### config.mk
export PLATFORM = sky130hd
export DESIGN_NAME = length_prefixed_nal_extractor_top
export DESIGN_NICKNAME = d
export VERILOG_FILES = /design/src/lpne_pkg.sv /design/src/lpne_front.sv /design/src/lpne_queue.sv /design/src/lpne_back.sv /design/src/length_prefixed_nal_extractor_top.sv
export SDC_FILE = /design/constraint.sdc
export NUM_CORES = 1
export LEC_CHECK = 0
export BUFFER_PORTS_ARGS = -buffer_cell sky130_fd_sc_hd__buf_4
export CAP_MARGIN = 30
export CORE_MARGIN = 2
export CORE_UTILIZATION = 57
export DETAILED_ROUTE_END_ITERATION = 7
export GPL_TIMING_DRIVEN = 0
export PLACE_DENSITY = 0.75
export SYNTH_ARGS = -nofsm -noshare
export SYNTH_HDL_FRONTEND = slang
export SYNTH_SLANG_ARGS = --single-unit
### constraint.sdc
create_clock -name clk -period 15 [get_ports clk]
set_clock_uncertainty 0.05 [all_clocks]
set_input_delay 2.25 -clock clk [delete_from_list [all_inputs] [get_ports clk]]
set_output_delay 2.25 -clock clk [all_outputs]
set_load 0.03 [all_outputs]
### src/lpne_pkg.sv
// Shared types and constants for the length-prefixed NAL extractor.
package lpne_pkg;

  localparam int SIZE_BITS_DEF = 24;
  localparam int SIZE_IN_BITS  = 24;
  localparam int ACCUM_BITS    = 32;
  localparam int LEN_BYTES     = 4;
  localparam int LEN_CNT_BITS  = $clog2(LEN_BYTES);
  localparam int TYPE_BITS     = 5;
  localparam logic [7:0] EPB_BYTE = 8'h03;
  localparam int QDEPTH        = 4;
  localparam int QPTR_BITS     = $clog2(QDEPTH);
  localparam int QCNT_BITS     = $clog2(QDEPTH + 1);

  typedef enum logic [1:0] {
    PH_LEN  = 2'd0,
    PH_SKIP = 2'd1,
    PH_EMIT = 2'd2,
    PH_IDLE = 2'd3
  } phase_t;

  typedef struct packed {
    logic [7:0] data;
    logic       hdr;
    logic       last;
  } item_t;

endpackage

### src/lpne_front.sv
// Front end: tracks buffer position, parses length fields, marks bytes of the final unit.
module lpne_front #(
  parameter int SIZE_BITS = lpne_pkg::SIZE_BITS_DEF
) (
  input  logic                              clk,
  input  logic                              rst,
  input  logic                              byte_valid,
  output logic                              byte_stall,
  input  logic [7:0]                        data_byte,
  input  logic [lpne_pkg::SIZE_IN_BITS-1:0] buffer_size,
  input  logic                              first_of_buffer,
  input  logic                              q_full,
  output logic                              push,
  output lpne_pkg::item_t                   item
);

  localparam int SW = (SIZE_BITS < lpne_pkg::SIZE_IN_BITS) ? SIZE_BITS : lpne_pkg::SIZE_IN_BITS;
  localparam int AW = lpne_pkg::ACCUM_BITS;
  localparam int EW = ((SIZE_BITS > AW) ? SIZE_BITS : AW) + 2;
  localparam logic [SIZE_BITS-1:0] POS_MAX = {SIZE_BITS{1'b1}};
  localparam logic [lpne_pkg::LEN_CNT_BITS-1:0] CNT_LAST =
    lpne_pkg::LEN_CNT_BITS'(lpne_pkg::LEN_BYTES - 1);

  lpne_pkg::phase_t                  phase, phase_next;
  logic [lpne_pkg::LEN_CNT_BITS-1:0] len_cnt, len_cnt_next;
  logic [AW-1:0]                     accum, accum_next;
  logic [SIZE_BITS-1:0]              pos, pos_next;
  logic [SIZE_BITS-1:0]              unit_start, unit_start_next;
  logic [SIZE_BITS-1:0]              size_held, size_held_next;
  logic                              hdr_pend, hdr_pend_next;

  logic                 accept;
  logic [AW-1:0]        acc_shift;
  logic [EW-1:0]        unit_end;
  logic                 emit;

  assign byte_stall = q_full;
  assign accept     = byte_valid && !q_full;

  always_ff @(posedge clk) begin
    if (rst) begin
      phase      <= lpne_pkg::PH_LEN;
      len_cnt    <= '0;
      accum      <= '0;
      pos        <= '0;
      unit_start <= '0;
      size_held  <= '0;
      hdr_pend   <= 1'b0;
    end else if (accept) begin
      phase      <= phase_next;
      len_cnt    <= len_cnt_next;
      accum      <= accum_next;
      pos        <= pos_next;
      unit_start <= unit_start_next;
      size_held  <= size_held_next;
      hdr_pend   <= hdr_pend_next;
    end
  end

  always_comb begin
    phase_next      = phase;
    len_cnt_next    = len_cnt;
    accum_next      = accum;
    pos_next        = pos;
    unit_start_next = unit_start;
    size_held_next  = size_held;
    hdr_pend_next   = hdr_pend;
    emit            = 1'b0;
    acc_shift       = '0;
    unit_end        = '0;

    if (first_of_buffer) begin
      size_held_next  = SIZE_BITS'(buffer_size[SW-1:0]);
      pos_next        = '0;
      unit_start_next = '0;
      accum_next      = '0;
      len_cnt_next    = '0;
      hdr_pend_next   = 1'b0;
      phase_next      = lpne_pkg::PH_LEN;
    end

    if (pos_next < size_held_next) begin
      if (phase_next == lpne_pkg::PH_SKIP && pos_next == unit_start_next) begin
        phase_next   = lpne_pkg::PH_LEN;
        accum_next   = '0;
        len_cnt_next = '0;
      end
      case (phase_next)
        lpne_pkg::PH_LEN: begin
          acc_shift  = {accum_next[AW-9:0], data_byte};
          accum_next = acc_shift;
          unit_end   = EW'(unit_start_next) + EW'(acc_shift) + EW'(lpne_pkg::LEN_BYTES);
          if (len_cnt_next == CNT_LAST) begin
            len_cnt_next = '0;
            if (unit_end < EW'(size_held_next)) begin
              unit_start_next = unit_end[SIZE_BITS-1:0];
              phase_next      = (unit_end == EW'(pos_next) + EW'(1)) ?
                                lpne_pkg::PH_LEN : lpne_pkg::PH_SKIP;
              accum_next      = '0;
            end else begin
              phase_next    = lpne_pkg::PH_EMIT;
              hdr_pend_next = 1'b1;
            end
          end else begin
            len_cnt_next = len_cnt_next + 1'b1;
          end
        end
        lpne_pkg::PH_EMIT: begin
          emit          = 1'b1;
          hdr_pend_next = 1'b0;
        end
        default: begin
        end
      endcase
    end else begin
      phase_next = lpne_pkg::PH_IDLE;
    end

    item.data = data_byte;
    item.hdr  = first_of_buffer ? 1'b0 : hdr_pend;
    item.last = ((SIZE_BITS + 1)'(pos_next) + (SIZE_BITS + 1)'(1)) ==
                (SIZE_BITS + 1)'(size_held_next);

    if (pos_next != POS_MAX) begin
      pos_next = pos_next + 1'b1;
    end
  end

  assign push = accept && emit;

endmodule

### src/lpne_queue.sv
// Short FIFO of classified bytes between the front and back ends.
module lpne_queue (
  input  logic            clk,
  input  logic            rst,
  input  logic            push,
  input  lpne_pkg::item_t wr_item,
  output logic            full,
  input  logic            pop,
  output logic            not_empty,
  output lpne_pkg::item_t rd_item
);

  lpne_pkg::item_t                slots [lpne_pkg::QDEPTH];
  logic [lpne_pkg::QPTR_BITS-1:0] wr_ptr, rd_ptr;
  logic [lpne_pkg::QCNT_BITS-1:0] count;
  logic                           do_pop;

  assign full      = count == lpne_pkg::QCNT_BITS'(lpne_pkg::QDEPTH);
  assign not_empty = count != '0;
  assign do_pop    = pop && not_empty;
  assign rd_item   = slots[rd_ptr];

  always_ff @(posedge clk) begin
    if (push) begin
      slots[wr_ptr] <= wr_item;
    end
  end

  always_ff @(posedge clk) begin
    if (rst) begin
      wr_ptr <= '0;
      rd_ptr <= '0;
      count  <= '0;
    end else begin
      if (push) begin
        wr_ptr <= wr_ptr + 1'b1;
      end
      if (do_pop) begin
        rd_ptr <= rd_ptr + 1'b1;
      end
      if (push && !do_pop) begin
        count <= count + 1'b1;
      end else if (!push && do_pop) begin
        count <= count - 1'b1;
      end
    end
  end

endmodule

### src/lpne_back.sv
// Back end: emulation-prevention removal, unit type capture and output register.
module lpne_back (
  input  logic                               clk,
  input  logic                               rst,
  input  logic                               q_not_empty,
  input  lpne_pkg::item_t                    q_item,
  output logic                               pop,
  output logic                               nal_valid,
  input  logic                               nal_stall,
  output logic [7:0]                         out_byte,
  output logic [lpne_pkg::TYPE_BITS-1:0]     unit_type,
  output logic                               is_header,
  output logic                               is_last
);

  logic [1:0]                     zero_run, zero_run_next;
  logic [lpne_pkg::TYPE_BITS-1:0] type_held, type_held_next;
  logic                           drop;
  logic [1:0]                     run_base;

  assign pop       = q_not_empty && (!nal_valid || !nal_stall);
  assign drop      = !q_item.hdr && zero_run == 2'd2 && q_item.data == lpne_pkg::EPB_BYTE;
  assign run_base  = q_item.hdr ? 2'd0 : zero_run;

  always_comb begin
    zero_run_next  = zero_run;
    type_held_next = type_held;
    if (drop) begin
      zero_run_next = 2'd0;
    end else begin
      if (q_item.hdr) begin
        type_held_next = q_item.data[lpne_pkg::TYPE_BITS-1:0];
      end
      if (q_item.data == 8'd0) begin
        zero_run_next = (run_base == 2'd2) ? 2'd2 : run_base + 1'b1;
      end else begin
        zero_run_next = 2'd0;
      end
    end
  end

  always_ff @(posedge clk) begin
    if (rst) begin
      nal_valid <= 1'b0;
      zero_run  <= '0;
      type_held <= '0;
    end else if (pop) begin
      nal_valid <= !drop;
      zero_run  <= zero_run_next;
      type_held <= type_held_next;
    end else if (nal_valid && !nal_stall) begin
      nal_valid <= 1'b0;
    end
  end

  always_ff @(posedge clk) begin
    if (pop && !drop) begin
      out_byte  <= q_item.data;
      unit_type <= type_held_next;
      is_header <= q_item.hdr;
      is_last   <= q_item.last;
    end
  end

endmodule

### src/length_prefixed_nal_extractor_top.sv
// Top level of the length-prefixed NAL extractor.
//
//  channel  direction  handshake               payload
//  byte     in         byte_valid/byte_stall   data_byte, buffer_size, first_of_buffer
//  nal      out        nal_valid/nal_stall     out_byte, unit_type, is_header, is_last
//
// One byte beat per cycle in while byte_stall is low; kept bytes leave one per cycle
// while nal_stall is low, passing through the queue write and then the output register.
// The front end stalls only when the four-entry queue is full; the back end drains
// the queue whenever the output register is empty or being taken.
// Synchronous reset clears the parser state, the queue pointers and the output valid.
module length_prefixed_nal_extractor_top #(
  parameter int SIZE_BITS = lpne_pkg::SIZE_BITS_DEF
) (
  input  logic                               clk,
  input  logic                               rst,
  input  logic                               byte_valid,
  output logic                               byte_stall,
  input  logic [7:0]                         data_byte,
  input  logic [lpne_pkg::SIZE_IN_BITS-1:0]  buffer_size,
  input  logic                               first_of_buffer,
  output logic                               nal_valid,
  input  logic                               nal_stall,
  output logic [7:0]                         out_byte,
  output logic [lpne_pkg::TYPE_BITS-1:0]     unit_type,
  output logic                               is_header,
  output logic                               is_last
);

  logic            q_full;
  logic            q_push;
  logic            q_pop;
  logic            q_not_empty;
  lpne_pkg::item_t wr_item;
  lpne_pkg::item_t rd_item;

  lpne_front #(
    .SIZE_BITS(SIZE_BITS)
  ) u_front (
    .clk             (clk),
    .rst             (rst),
    .byte_valid      (byte_valid),
    .byte_stall      (byte_stall),
    .data_byte       (data_byte),
    .buffer_size     (buffer_size),
    .first_of_buffer (first_of_buffer),
    .q_full          (q_full),
    .push            (q_push),
    .item            (wr_item)
  );

  lpne_queue u_queue (
    .clk       (clk),
    .rst       (rst),
    .push      (q_push),
    .wr_item   (wr_item),
    .full      (q_full),
    .pop       (q_pop),
    .not_empty (q_not_empty),
    .rd_item   (rd_item)
  );

  lpne_back u_back (
    .clk         (clk),
    .rst         (rst),
    .q_not_empty (q_not_empty),
    .q_item      (rd_item),
    .pop         (q_pop),
    .nal_valid   (nal_valid),
    .nal_stall   (nal_stall),
    .out_byte    (out_byte),
    .unit_type   (unit_type),
    .is_header   (is_header),
    .is_last     (is_last)
  );

endmodule
=== Word-level counts from Yosys, hierarchy flattened ===
Memory sizes are Yosys's and may differ from the RTL's. A register that Yosys moved wholly into a read port is not among the register bits.
Cells that the tools add are included.
W data, S select, Z words.

* Flip-flop bits (word level): 139
* RAM bits: 40
* Output and inout bits: 17
* Memories: 1

{| class="wikitable"
|+ Memories
! memory !! words !! bits a word !! read ports !! clocked after Yosys merged registers in !! wr ports !! RTL line !! RTL
|-
| u_queue.slots || 4 || 10 || 1 || 1 || 1 || lpne_queue.sv:13 || <nowiki>lpne_pkg::item_t slots [lpne_pkg::QDEPTH];</nowiki>
|}

* $add $sub $neg: 11
* $lt $le $gt $ge: 2
* Eq/ne operators: 11
* Multiplexer cells: 50
* Reduce and logical (&&, ||, !) cells: 24

{| class="wikitable"
|+ Operators with widths
! operator !! number
|-
| $mux W32 || 7
|-
| $mux W24 || 8
|-
| $add A24 B1 Y25 const B || 2
|-
| $mux W2 || 19
|-
| $add A34 B3 Y34 const B || 1
|-
| $eq A34 B34 Y1 || 1
|-
| $lt A34 B24 Y1 || 1
|-
| $add A24 B32 Y33 || 1
|-
| $eq A25 B24 Y1 || 1
|-
| $add A24 B1 Y24 const B || 1
|-
| $eq A24 B24 Y1 || 1
|-
| $lt A24 B24 Y1 || 1
|-
| $ne A24 B24 Y1 const B || 1
|-
| $logic_and A1 B1 Y1 || 11
|-
| $mux W1 || 11
|-
| $mux W5 || 2
|-
| $add A2 B1 Y2 const B || 4
|-
| $eq A2 B2 Y1 const B || 4
|-
| $eq A8 B2 Y1 const B || 1
|-
| $logic_not A8 Y1 || 1
|-
| $logic_not A1 Y1 || 7
|-
| $mux W3 || 2
|-
| $reduce_bool A2 Y1 || 2
|-
| $add A3 B1 Y3 const B || 1
|-
| other kinds (7) || 7
|}

=== Logic depth before layout (Yosys ltp) ===
* Depth after elaboration: 13
* Depth in mapped cells: 33

=== Modules after synthesis ===
Synthesis repeated with hierarchy kept, for this count alone.

* Cells, all modules: 1206
* Area total of the unflattened synthesis: 11486.0 µm²

{| class="wikitable"
|+ Modules (own cells, without submodules)
! module !! times used !! cells each !! area each (µm²) !! sequential area each (µm²)
|-
| lpne_front || 1 || 1049 || 8687.1 || 2021.9
|-
| lpne_queue || 1 || 96 || 1904.3 || 1381.3
|-
| lpne_back || 1 || 61 || 894.6 || 610.6
|}

=== Worst setup path before layout ===
No wires, ideal clock.

* Path type: input to register
* Start point: input port first_of_buffer
* End point: register u_front.unit_start[12]
* Library setup time: 0.120 ns
* Arrival time: 9.471 ns
* Required time: 14.830 ns
* Setup slack: 5.359 ns
* Stages on the path: 32
* Buffers on the path: 9
* Cells stage by stage: clkbuf_1 > clkbuf_1 > buf_1 > clkbuf_1 > clkbuf_1 > clkbuf_1 > clkbuf_1 > nor2b_1 > ha_1 > fa_1 > xor2_2 > inv_2 > or4_4 > a211oi_4 > o2111ai_2 > or3_4 > nor3_4 > nand3_1 > xnor2_1 > ha_1 > a21o_1 > a21oi_1 > nor2b_1 > o21ai_0 > nand2b_1 > a21oi_1 > o2111a_1 > and4_1 > buf_2 > buf_2 > a21oi_1 > a211o_1

* Cells in the longest elaborated chain, start to end: 12
* Elaborated cells on any way between the ends: 25

{| class="wikitable"
|+ Ends and longest elaborated chain
! what !! RTL line !! RTL
|-
| start: declaration || length_prefixed_nal_extractor_top.sv:21 || <nowiki>input logic first_of_buffer,</nowiki>
|-
| $mux W24 or $mux W2 (tied branches) || lpne_front.sv:72 || <nowiki>if (first_of_buffer) begin</nowiki>
|-
| $eq A24 B24 Y1 or $eq A2 B1 Y1 (tied branches) || lpne_front.sv:83 || <nowiki>if (phase_next == lpne_pkg::PH_SKIP && pos_next == unit_start_next) begin</nowiki>
|-
| $logic_and A1 B1 Y1 || lpne_front.sv:83 ||
|-
| $mux W32 || lpne_front.sv:83 ||
|-
| $mux W32 || lpne_front.sv:82 || <nowiki>if (pos_next < size_held_next) begin</nowiki>
|-
| $add A24 B32 Y33 || lpne_front.sv:92 || <nowiki>unit_end = EW'(unit_start_next) + EW'(acc_shift) + EW'(lpne_pkg::LEN_BYTES);</nowiki>
|-
| $add A34 B3 Y34 || lpne_front.sv:92 ||
|-
| $lt A34 B24 Y1 || lpne_front.sv:95 || <nowiki>if (unit_end < EW'(size_held_next)) begin</nowiki>
|-
| $mux W24 || lpne_front.sv:95 ||
|-
| $mux W24 || lpne_front.sv:93 || <nowiki>if (len_cnt_next == CNT_LAST) begin</nowiki>
|-
| $mux W24 || lpne_front.sv:88 || <nowiki>case (phase_next)</nowiki>
|-
| $mux W24 * || lpne_front.sv:82 ||
|-
| end signal: assignment || lpne_front.sv:54 || <nowiki>unit_start <= unit_start_next;</nowiki>
|-
| end: declaration || lpne_front.sv:28 || <nowiki>logic [SIZE_BITS-1:0] unit_start, unit_start_next;</nowiki>
|}

Mark *: on every way between the ends. The rest lies on a longest branch, timed or not. The select of a mux whose other input is x is not followed.
A chain may end at the register's enable or synchronous reset.

=== Worst setup path in the final report ===
* Start point: input port first_of_buffer
* End point: register u_front.unit_start[6]

The elaborated chain is that of the path after synthesis.

==> results.tsv <==
stage	metric	value	unit
run	cap_violations	0	
synthesis	ys_ff_latch	173	
worst_setup_path	max_stage_delay	0.73	ns
final_layout	area_growth	10.96	%
final_layout	diodes	0	
routing	route.detailed.drc	0	
die	fp.dieW	151.1	um
clocking	clkSinkCount	173	
clocking	cts_root_buf	clkbuf_16	
place	dpl.hpwl	27.35	mm
routing	via_per_inst	6.436	
global_routing	grt_overflow_total	0	
sta	final_hold_viol_count	0	
clocking	clock_latency	0.45	ns
worst_setup_path	cp.arrival	13.21	ns
die	num_rows	53	
global_routing	gr-usage-all-layers	32.03	%
synthesis	yosysSeqAreaShare	32.54	%
die	start_util	58.32	%
synthesis	synth_area_leaders	dfxtp_1 19%, edfxtp_1 13%, ha_1 8.1%, xor2_1 5.4%, xnor2_1 4.0%	
sta	period_share	85.85	%
sta	rsz0062_at_grt	false	
clocking	cts_tree	built	
synthesis	ys.warnings.count	0	
synthesis	yosys-top-cells-count	127 x nor2_1, 118 x dfxtp_1, 84 x nand2_1	
routing	routedWlPerCell	20.86	um
sta	min_period	12.88	ns
routing	via_count	11040	
clocking	cts_made_buffers	17	
synthesis	yosysMostFrequentCell	nor2_1	
sta	setup_viol	0	
final_layout	drive_gt1_share	10.55	%
synthesis	synth_nets	1475	
synthesis	avgSynthCellArea	9.098	sq um
clocking	h-tree-depth	4	
die	ioPinCount	54	
synthesis	syn_inst	1356	
global_routing	grt_max_degree	20	
sta	max_freq	0.07765	GHz
worst_setup_path	cp_data_required_time	15.33	ns
place	portBuffers	52	
synthesis	yosysTopAreaCellShare	19.15	%
run_status	outcome	finished, final reports clean	
worst_setup_path	start_kind	primary input	
die	die_y	151.1	um
synthesis	syn_area	0.01234	sq mm
routing	dr.pass1.iters	8	
power_and_ir_drop	power.density	111.1	mW/mm^2
synthesis	synth-edff-count	55	
clocking	ctsLongestPathBuffers	2	
place	gp_congestion	0.9591	
sta	slew-limit-headroom	35.40	%
clocking	hold_buffers	0	
sta	fin_tns_setup	0	ns
die	dieArea	0.02284	sq mm
final_layout	fillers	1816	
sta	slew_violations	0	
sta	whs	0.4163	ns
worst_setup_path	critPathSlowestCell	clkbuf_1	
worst_setup_path	crit_fanout	10	
clocking	clk_pin_slew	0.08	ns
clocking	cts_resized	0	
worst_setup_path	critical_path_class	in2reg	
global_routing	grt_pass1_vias	10290	
sta	tightestPinTransition	0.9632	ns
hold_path	hold_path.class	reg2reg	
worst_setup_path	crit_top_cell	clkbuf_1	
routing	drtAntennaViolNets	0	
synthesis	ys_types	95	
die	core	0.02115	sq mm
power_and_ir_drop	leakage	5.464	nW
power_and_ir_drop	ir_drop	0.06548	mV
global_routing	grt_first_pass_wirelength	56.03	mm
routing	drt_iter0_drc	1023	
synthesis	synth_largest_area_cell	dfxtp_1	
routing	routed_wl	35.80	mm
worst_setup_path	cp-end-kind	register	
clocking	cts_setup_buffers	0	
global_routing	antenna_found_initial	0	
synthesis	synth_flop_cell	dfxtp_1	
final_layout	layout.nets	1547	
synthesis	synthArstFlopShare	0	%
[layout by cell type (no fill, tap or decap), types with 12 or more instances in the layout]
cell type	n
nor2_1	127
dfxtp_1	118
nand2_1	84
ha_1	80
xor2_1	76
a21oi_1	66
nor2b_1	59
xnor2_1	56
buf_4	55
edfxtp_1	55
clkbuf_1	49
a211oi_1	42
and2_1	40
nand3_1	33
nor3_1	32
mux2i_1	30
o21ai_0	29
nand4_1	28
a22o_1	25
nor4_1	23
inv_1	20
clkbuf_16	17
a21o_1	16
o211ai_1	16
a211o_1	15
o21a_1	14
buf_2	13
or3_1	12
[state kept, by name, indices dropped and copies added (netlist names), 2 cells and up, named ones only]
signal / cells
u_front.phase: 2
u_front.accum: 24
u_front.unit_start: 24
u_queue.wr_ptr: 2
u_queue.slots: 40
u_back.type_held: 5
u_front.pos: 24
u_front.size_held: 24
u_queue.count: 3
u_queue.rd_ptr: 2
u_back.out_byte: 8
u_back.unit_type: 5
u_back.zero_run: 2
u_front.len_cnt: 2
[critical path, delay by kind of cell]
kind	cells	cell delay (ns)
XOR/XNOR	1	0.44
AO/OA/AOI/OAI	7	1.78
AND/OR/NAND/NOR	10	3.11
adder cells (fa/ha/maj)	3	1.03
buffers and inverters	9	4.55
[cell families after synthesis]
group                    Yosys count  share of synthesized area, %
adder cells (fa/ha/maj)           82                         8.438
buffers and inverters             92                         3.073
multiplexers                      47                         4.899
flip-flops                       173                         32.54
AND/OR/NAND/NOR                  500                         21.49
XOR/XNOR                         136                         10.05
AO/OA/AOI/OAI                    326                         19.51
[layout make-up]
class                           instances  area [sq um]  share of cell area (%)
Sequential cell                       173          4014                   29.32
Multi-Input combinational cell       1091          7944                   58.03
Clock inverter                         15         187.7                   1.371
Inverter                               22         82.58                  0.6032
Buffer                                 70         296.5                   2.166
Tap cell                              275         344.1                   2.513
Timing Repair Buffer                   53         395.4                   2.888
Clock buffer                           17         425.4                   3.108
[metrics by stage]
step / cells / power, W / util (%) / setup slack [ns] / instance area [sq um]
global placement: 1683 / 0.001042 / 61.79 / 2.311 / 13070
finish: 1716 / 0.001521 / 64.71 / 2.122 / 13690
floorplan: 1356 / 0.0009144 / - / 5.359 / 12340
global route: 1716 / 0.001592 / 64.71 / 1.844 / 13690
detailed placement: 1684 / 0.001054 / 61.81 / 2.158 / 13080
CTS: 1716 / 0.001519 / 64.71 / 2.543 / 13690
[power breakdown]
part | switching [W] | internal [W] | total [W]
combinational | 0.000282 | 0.000173 | 0.000455
sequential | 0.0000423 | 0.000556 | 0.000598
clock | 0.000227 | 0.000242 | 0.000468
[worst paths after layout]
check	from	end	slack (ns)	depth (start not counted)
worst max-delay path	first_of_buffer	u_front.unit_start[6]	2.12	30
worst min-delay path	u_front.len_cnt[0]	u_front.len_cnt[0]	0.42	2
worst max register to register	u_front.pos[22]	u_front.unit_start[6]	6.00	30
worst min register to register	u_front.len_cnt[0]	u_front.len_cnt[0]	0.42	2
[layer usage]
layer / up-vias / global-route usage (%) / part of all wire, %
met1: 5276 / 43.69 / 44
met3: 92 / 5.633 / 7.6
met4: 0 / 12.24 / 3.6
met5: - / 0 / 0
met2: 477 / 50.80 / 45
li1: 5199 / - / -
Note: power is estimated with default switching activity, not from simulation.
